File: src/design/mexp_pkg.sv
`timescale 1ns / 1ps
// Shared types and constants for the modular exponentiation core.
package mexp_pkg;

	// Width of the item and register ports.
	localparam int DATA_BITS = 32;

	typedef enum logic [2:0] {
		ST_IDLE,
		ST_SQ,
		ST_SQ_WAIT,
		ST_MUL,
		ST_MUL_WAIT
	} mexp_state_t;

endpackage

File: src/design/mexp_mulmod.sv
`timescale 1ns / 1ps
// Shared bit-serial modular multiplier: result = a * b mod m, one bit of b per cycle.
module mexp_mulmod #(
	parameter int WORD_BITS = 32
) (
	input  logic                 clk,
	input  logic                 arst_n,
	input  logic                 start,
	input  logic [WORD_BITS-1:0] a,
	input  logic [WORD_BITS-1:0] b,
	input  logic [WORD_BITS:0]   m_ext,
	output logic                 busy,
	output logic                 done,
	output logic [WORD_BITS-1:0] result
);

	localparam int CntBits = (WORD_BITS > 1) ? $clog2(WORD_BITS) : 1;

	logic                 busy_q;
	logic                 done_q;
	logic [CntBits-1:0]   cnt_q;
	logic [WORD_BITS-1:0] a_q;
	logic [WORD_BITS-1:0] b_q;
	logic [WORD_BITS-1:0] r_q;

	logic [WORD_BITS+1:0] add_term;
	logic [WORD_BITS+1:0] sum;
	logic [WORD_BITS+1:0] m1;
	logic [WORD_BITS+1:0] m2;
	logic [WORD_BITS-1:0] r_next;

	// r < m and a < m keep 2r + a below 3m: at most two subtractions of m.
	always_comb begin
		add_term = b_q[WORD_BITS-1] ? {2'b00, a_q} : '0;
		sum      = {1'b0, r_q, 1'b0} + add_term;
		m1       = {1'b0, m_ext};
		m2       = {m_ext, 1'b0};
		if (sum >= m2) begin
			r_next = WORD_BITS'(sum - m2);
		end else if (sum >= m1) begin
			r_next = WORD_BITS'(sum - m1);
		end else begin
			r_next = sum[WORD_BITS-1:0];
		end
	end

	always_ff @(posedge clk or negedge arst_n) begin
		if (!arst_n) begin
			busy_q <= 1'b0;
			done_q <= 1'b0;
			cnt_q  <= '0;
		end else begin
			done_q <= 1'b0;
			if (start) begin
				busy_q <= 1'b1;
				cnt_q  <= CntBits'(WORD_BITS - 1);
			end else if (busy_q) begin
				if (cnt_q == '0) begin
					busy_q <= 1'b0;
					done_q <= 1'b1;
				end else begin
					cnt_q <= cnt_q - 1'b1;
				end
			end
		end
	end

	always_ff @(posedge clk) begin
		if (start) begin
			a_q <= a;
			b_q <= b;
			r_q <= '0;
		end else if (busy_q) begin
			r_q <= r_next;
			b_q <= {b_q[WORD_BITS-2:0], 1'b0};
		end
	end

	assign busy   = busy_q;
	assign done   = done_q;
	assign result = r_q;

	a_start_idle: assert property (@(posedge clk) disable iff (!arst_n)
		start |-> !busy_q)
		else $error("multiplier started while busy");

	a_operand_reduced: assert property (@(posedge clk) disable iff (!arst_n)
		start |-> ({1'b0, a} < m_ext))
		else $error("multiplicand not reduced");

	a_rem_reduced: assert property (@(posedge clk) disable iff (!arst_n)
		(busy_q || done_q) |-> ({1'b0, r_q} < m_ext))
		else $error("partial remainder out of range");

endmodule

File: src/design/modular_exponentiation_core.sv
`timescale 1ns / 1ps
// Top level: exponent-bit sequencer around the shared modular multiplier.
//
// Computes base_value ** exponent_value mod modulus, scanning the exponent from its top
// bit down with one squaring per bit and one extra multiply per set bit, all done on a
// single bit-serial modular multiplier. An exponent of zero answers 1 right away.
// The result appears for one cycle with done high and must be taken then, since there
// is no back-pressure. A modulus of zero means 2**WORD_BITS.
// The modulus register resets to 1 and is written only while busy is low.
module modular_exponentiation_core #(
	parameter int WORD_BITS = 32
) (
	input  logic                          clk,
	input  logic                          arst_n,
	input  logic                          start,
	output logic                          busy,
	input  logic [mexp_pkg::DATA_BITS-1:0] base_value,
	input  logic [mexp_pkg::DATA_BITS-1:0] exponent_value,
	output logic                          done,
	output logic [mexp_pkg::DATA_BITS-1:0] power_result,
	input  logic                          cfg_valid,
	output logic                          cfg_ready,
	input  logic [mexp_pkg::DATA_BITS-1:0] cfg_data
);

	import mexp_pkg::*;

	localparam int CntBits = (WORD_BITS > 1) ? $clog2(WORD_BITS) : 1;

	mexp_state_t state_q;
	mexp_state_t state_next;

	logic [DATA_BITS-1:0] modulus_q;
	logic [WORD_BITS-1:0] x_q;
	logic [WORD_BITS-1:0] y_q;
	logic [CntBits-1:0]   bit_cnt_q;
	logic [WORD_BITS-1:0] acc_q;
	logic                 done_q;
	logic [DATA_BITS-1:0] power_result_q;

	logic [WORD_BITS-1:0] m_cut;
	logic [WORD_BITS:0]   m_ext;
	logic [WORD_BITS-1:0] base_cut;
	logic [WORD_BITS-1:0] exp_cut;
	logic                 accept;
	logic                 zero_item;
	logic                 last_bit;

	logic                 mul_start;
	logic [WORD_BITS-1:0] mul_b;
	logic                 mul_busy;
	logic                 mul_done;
	logic [WORD_BITS-1:0] mul_res;
	logic                 acc_load;
	logic                 step_next;
	logic                 finish;

	assign m_cut     = modulus_q[WORD_BITS-1:0];
	assign m_ext     = (m_cut == '0) ? {1'b1, {WORD_BITS{1'b0}}} : {1'b0, m_cut};
	assign base_cut  = base_value[WORD_BITS-1:0];
	assign exp_cut   = exponent_value[WORD_BITS-1:0];
	assign accept    = start && (state_q == ST_IDLE);
	assign zero_item = accept && (exp_cut == '0);
	assign last_bit  = (bit_cnt_q == '0);

	// next state
	always_comb begin
		state_next = state_q;
		case (state_q)
			ST_IDLE: begin
				if (accept && (exp_cut != '0)) state_next = ST_SQ;
			end
			ST_SQ: begin
				state_next = ST_SQ_WAIT;
			end
			ST_SQ_WAIT: begin
				if (mul_done) begin
					if (y_q[WORD_BITS-1]) state_next = ST_MUL;
					else if (last_bit)    state_next = ST_IDLE;
					else                  state_next = ST_SQ;
				end
			end
			ST_MUL: begin
				state_next = ST_MUL_WAIT;
			end
			ST_MUL_WAIT: begin
				if (mul_done) state_next = last_bit ? ST_IDLE : ST_SQ;
			end
			default: begin
				state_next = ST_IDLE;
			end
		endcase
	end

	// sequencer outputs
	always_comb begin
		mul_start = 1'b0;
		mul_b     = acc_q;
		acc_load  = 1'b0;
		step_next = 1'b0;
		finish    = 1'b0;
		case (state_q)
			ST_SQ: begin
				mul_start = 1'b1;
			end
			ST_SQ_WAIT: begin
				acc_load = mul_done;
				if (mul_done && !y_q[WORD_BITS-1]) begin
					finish    = last_bit;
					step_next = !last_bit;
				end
			end
			ST_MUL: begin
				mul_start = 1'b1;
				mul_b     = x_q;
			end
			ST_MUL_WAIT: begin
				mul_b     = x_q;
				acc_load  = mul_done;
				finish    = mul_done && last_bit;
				step_next = mul_done && !last_bit;
			end
			default: begin
				mul_start = 1'b0;
			end
		endcase
	end

	mexp_mulmod #(
		.WORD_BITS(WORD_BITS)
	) u_mulmod (
		.clk    (clk),
		.arst_n (arst_n),
		.start  (mul_start),
		.a      (acc_q),
		.b      (mul_b),
		.m_ext  (m_ext),
		.busy   (mul_busy),
		.done   (mul_done),
		.result (mul_res)
	);

	always_ff @(posedge clk or negedge arst_n) begin
		if (!arst_n) begin
			state_q   <= ST_IDLE;
			done_q    <= 1'b0;
			modulus_q <= DATA_BITS'(1);
		end else begin
			state_q <= state_next;
			done_q  <= finish || zero_item;
			if (cfg_valid && cfg_ready) modulus_q <= cfg_data;
		end
	end

	always_ff @(posedge clk) begin
		if (accept) begin
			x_q       <= base_cut;
			y_q       <= exp_cut;
			bit_cnt_q <= CntBits'(WORD_BITS - 1);
			// 1 mod m, so the accumulator is always reduced
			acc_q     <= (m_ext == (WORD_BITS + 1)'(1)) ? '0 : WORD_BITS'(1);
		end else begin
			if (acc_load) acc_q <= mul_res;
			if (step_next) begin
				y_q       <= {y_q[WORD_BITS-2:0], 1'b0};
				bit_cnt_q <= bit_cnt_q - 1'b1;
			end
		end
		if (zero_item) begin
			power_result_q <= DATA_BITS'(1);
		end else if (finish) begin
			power_result_q <= DATA_BITS'(mul_res);
		end
	end

	assign busy         = (state_q != ST_IDLE);
	assign cfg_ready    = (state_q == ST_IDLE);
	assign done         = done_q;
	assign power_result = power_result_q;

	a_mul_free: assert property (@(posedge clk) disable iff (!arst_n)
		mul_start |-> !mul_busy)
		else $error("multiplier issued while busy");

	a_acc_reduced: assert property (@(posedge clk) disable iff (!arst_n)
		(state_q != ST_IDLE) |-> ({1'b0, acc_q} < m_ext))
		else $error("accumulator not reduced");

	a_result_range: assert property (@(posedge clk) disable iff (!arst_n)
		done_q |-> ((power_result_q == DATA_BITS'(1))
			|| ({1'b0, power_result_q} < (DATA_BITS + 1)'(m_ext))))
		else $error("result out of range");

	a_wait_has_op: assert property (@(posedge clk) disable iff (!arst_n)
		((state_q == ST_SQ_WAIT) || (state_q == ST_MUL_WAIT)) |-> (mul_busy || mul_done))
		else $error("waiting with no multiply in flight");

endmodule

File: config.mk
export PLATFORM = sky130hd
export DESIGN_NAME = modular_exponentiation_core
export DESIGN_NICKNAME = d
export VERILOG_FILES = /design/src/design/mexp_pkg.sv /design/src/design/mexp_mulmod.sv /design/src/design/modular_exponentiation_core.sv
export SDC_FILE = /design/constraint.sdc
export NUM_CORES = 1
export LEC_CHECK = 0
export BUFFER_PORTS_ARGS = -buffer_cell sky130_fd_sc_hd__buf_2
export CAP_MARGIN = 20
export CORE_MARGIN = 2
export CORE_UTILIZATION = 66
export CTS_BUF_LIST = sky130_fd_sc_hd__clkbuf_16
export DETAILED_ROUTE_END_ITERATION = 8
export HOLD_SLACK_MARGIN = 0.02
export PLACE_DENSITY = 0.87
export SLEW_MARGIN = 20
export SYNTH_ARGS = -nofsm -noshare
export SYNTH_HDL_FRONTEND = slang
export SYNTH_SLANG_ARGS = --single-unit
File: constraint.sdc
create_clock -name clk -period 13.61 [get_ports clk]
set_input_delay 2.0415 -clock clk [delete_from_list [all_inputs] [get_ports clk]]
set_output_delay 2.0415 -clock clk [all_outputs]
set_load 0.03 [all_outputs]
==> flow_metrics.tcl <==
set metrics [dict create \
    ys_top_cells_by_count "286 x nand2_1, 160 x edfxtp_1, 130 x o21ai_0, 127 x a21oi_1, 96 x ha_1" \
    ys.flop_type "edfxtp_1" \
    cp_cell_sequence "and2_1 > ha_1 > a211oi_1 > nor3_1 > o211ai_1 > o211ai_1 > and4_1 > a221oi_1 > nor3_1 > a211oi_1 > nor2b_1 > xnor2_1 > ha_1 > a21o_1 > a21o_1 > a21o_1 > a21o_1 > a21o_1 > a211o_1 > a31oi_4 > inv_1 > nand2_1 > o221ai_1 > a311oi_1" \
    synth-xor-area-share_pct 4.921 \
    power_frac_clock_pct 49.5 \
    fin_crit_ps 7354 \
    slew_headroom_pct 24.67 \
    cts_hold_buf 0 \
    ys_ff_latch 272 \
    slowest_delay_ps 930 \
    grt_pass1_wl_um 66740 \
    synth-edff-count 160 \
    p_leak_nw 7.980 \
    synth_fa_ha_area_share_pct 7.874 \
    yosysSeqAreaShare_pct 45.35 \
    setup_violations 0 \
    clock_sinks 272 \
    p_seq_share_pct 49.4 \
    syn-num-nets 1884 \
    hold_viol_final 0 \
    powerDensity_nw_per_um2 97.33 \
    start_util_pct 66.44 \
    synth.yosys.warnings 0 \
    synth_cell_type_count 76 \
    p_switching_uw 349.2 \
    finalSetupTns_ps 0 \
    p_sw_share_pct 19.93 \
    p_comb_share_pct 1.1 \
    netlist_area_um2 16020 \
    synth_top_family_by_area "compound AO/OA/AOI/OAI gates" \
    path_buf_inv 1 \
    maxSlewViolCount 0 \
    cts_buffers 28 \
    fin_crit_sh_pct 54.03 \
    p_int_mw 1.403 \
    gr-usage-all-layers_pct 32.19 \
    io_pins 135 \
    irDropWorstVdd_uv 122.0 \
    status "finished clean" \
    cts_tree "yes" \
    ys_top_cells_by_area "edfxtp_1 30%, dfxtp_1 8.6%, ha_1 7.5%" \
    dr.pass1.iters 5 \
    async_flop_share_pct 15.81 \
    fin_nets 1990 \
    detailedPlacementHpwl_um 29540 \
    gp_congestion 0.9605 \
    worstMarginPinSlew_ps 1130 \
    cp_top_family "compound AO/OA/AOI/OAI gates" \
    required_ps 14080 \
    drt_iter0_drc 1286 \
    cts_root_buf "clkbuf_16" \
    setup_slack_ps 6256 \
    place.port_buffers 134 \
    synth-compound-area-share_pct 17.69 \
    drv_cap 0 \
    cp.arrival_ps 7830 \
    drcViolationCount 0 \
    cp_slowest_cell "edfxtp_1" \
    synth_area_per_cell_um2 9.505 \
    overflow 0 \
    timing.fmax_ghz 0.1360 \
    multi_input_area_um2 8232 \
    crit_path_end_kind "register" \
    vias_per_cell 6.200 \
    dpl_worst_slack_ps 5969 \
    wl_um 41710 \
    synth_most_common_cell "nand2_1" \
    drive_gt1_share_pct 12.52 \
    rows 57 \
    routedWlPerCell_um 19.51 \
    grt_pass1_vias 12930 \
    cts.clk_slew.worst_paths_ps 60 \
    synthToLayoutAreaGrowth_pct 12.41 \
    critPathLaunchType "register" \
    hold_class "reg2reg" \
    grt_max_degree 88 \
    yosysTopAreaCell "edfxtp_1" \
    cp_max_fo 32 \
    muxShareOfSynthArea_pct 3.812 \
    netlist_instances 1685 \
    antenna_found_initial 1 \
    post-cts-setup-buffers 0 \
    cts_max_level 1 \
    fillers 1742 \
    max-clock-path-buffers 3 \
    regArea_um2 7264 \
    synth_top_area_share_pct 30.00 \
    critPathKind "reg2reg" \
    die_w_um 159.8 \
    rsz0062_at_grt "no" \
    coreArea_um2 24110 \
    ant_nets 0 \
    skew_ps 12.74 \
    crit_top_cell "a21o_1" \
    post_cts_resized 0 \
    vias 13260 \
    dieArea_um2 25530 \
    yosys.area_share.simple_pct 16.95 \
    worstSkewPairLatency_ps 570 \
    fp.dieH_um 159.8 \
]
-- metal layers --
| layer | track usage [%] | part of all wire [%] | vias to the layer above |
|---|---|---|---|
| met5 | 0 | 0 | - |
| met4 | 10.97 | 3.2 | 0 |
| met3 | 4.026 | 5.9 | 102 |
| li1 | - | - | 6289 |
| met2 | 55.69 | 49 | 523 |
| met1 | 42.18 | 42 | 6341 |
-- worst min-delay path: stages, from the launching register on --
cell     delay (ps)
dfxtp_1         310
nand2_1          50
a21oi_1          60
-- path summary, 6_finish.rpt --
check / start / endpoint / slack (ps) / cells past startpoint
max in group asynchronous: arst_n / state_q[1] / 11600 / 2
hold reg to reg: power_result[14] / power_result[14] / 460 / 2
hold / removal: power_result[14] / power_result[14] / 460 / 2
setup reg to reg: u_mulmod.b_q[31] / u_mulmod.result[25] / 6260 / 24
setup / recovery: u_mulmod.b_q[31] / u_mulmod.result[25] / 6260 / 24
min in group asynchronous: arst_n / m_cut[4] / 1560 / 2
-- cell type report --
| cell class | instances | share of cell area, % |
|---|---|---|
| antenna | 1 | 0.01390 |
| tap | 324 | 2.252 |
| timing repair buffer | 149 | 4.573 |
| multi-input combinational | 1277 | 45.72 |
| sequential | 272 | 40.35 |
| clock inverter | 24 | 1.883 |
| clock buffer | 28 | 3.892 |
| inverter | 63 | 1.314 |
-- power groups by stage --
stage / logic (mW) / clock network [mW] / registers, mW
after floorplan: 0.000923 / 0 / 0.882
after global placement: 0.0185 / 0 / 0.882
after detailed placement: 0.0191 / 0 / 0.882
after CTS: 0.0194 / 0.869 / 0.865
after global routing: 0.0215 / 0.904 / 0.864
final: 0.0193 / 0.868 / 0.865
-- cells by family after synthesis --
group,Yosys count
fa+ha+maj,99
compound gates,443
buf+inv,136
xor+xnor,90
flops,272
mux,60
simple gates,585
-- state kept, by name (all words and copies together) (netlist names), 3 cells and up --
| name | count |
|---|---|
| u_mulmod.b_q | 32 |
| state_q | 3 |
| u_mulmod.result | 32 |
| y_q | 32 |
| bit_cnt_q | 5 |
| x_q | 32 |
| acc_q | 32 |
| m_cut | 32 |
| power_result | 32 |
| u_mulmod.cnt_q | 5 |
| u_mulmod.a_q | 32 |
-- metrics by stage --
| stage | power, mW | hold slack (ps) | instance area, um2 | utilization (%) | instances |
|---|---|---|---|---|---|
| 2_1_floorplan | 0.8833 | 422.6 | 16020 | - | 1685 |
| 3_3_place_gp | 0.9008 | 430.7 | 16910 | 70.13 | 2083 |
| 3_5_place_dp | 0.9014 | 443.4 | 16910 | 70.13 | 2083 |
| 4_1_cts | 1.754 | 451.9 | 17950 | 74.45 | 2135 |
| 5_1_grt | 1.789 | 463.4 | 18000 | 74.69 | 2138 |
| 6_report | 1.752 | 456.7 | 18000 | 74.69 | 2138 |
-- cell usage in the layout (no fill, tap or decap), types with 6 or more instances in the layout --
cell,count
xor2_1,28
o21a_1,18
and4_1,6
a211o_1,6
o21bai_1,9
nand4_1,16
nor2b_1,7
dfxtp_1,69
edfxtp_1,160
nand2_1,285
mux2_2,8
xnor2_1,62
a31oi_1,15
buf_2,134
o211ai_1,8
nor2_1,87
bufinv_16,8
and2_1,72
nor3_1,25
dfrtp_1,41
nand3_1,18
nand2b_1,12
buf_4,13
o31ai_1,6
or2_2,6
clkinv_1,6
ha_1,96
o21ai_0,130
inv_1,66
nor4_1,23
a211oi_1,19
and3_1,11
clkbuf_16,28
a21o_1,47
a21oi_1,126
mux2i_1,52
No activity file was read; power rests on OpenSTA's default activity.
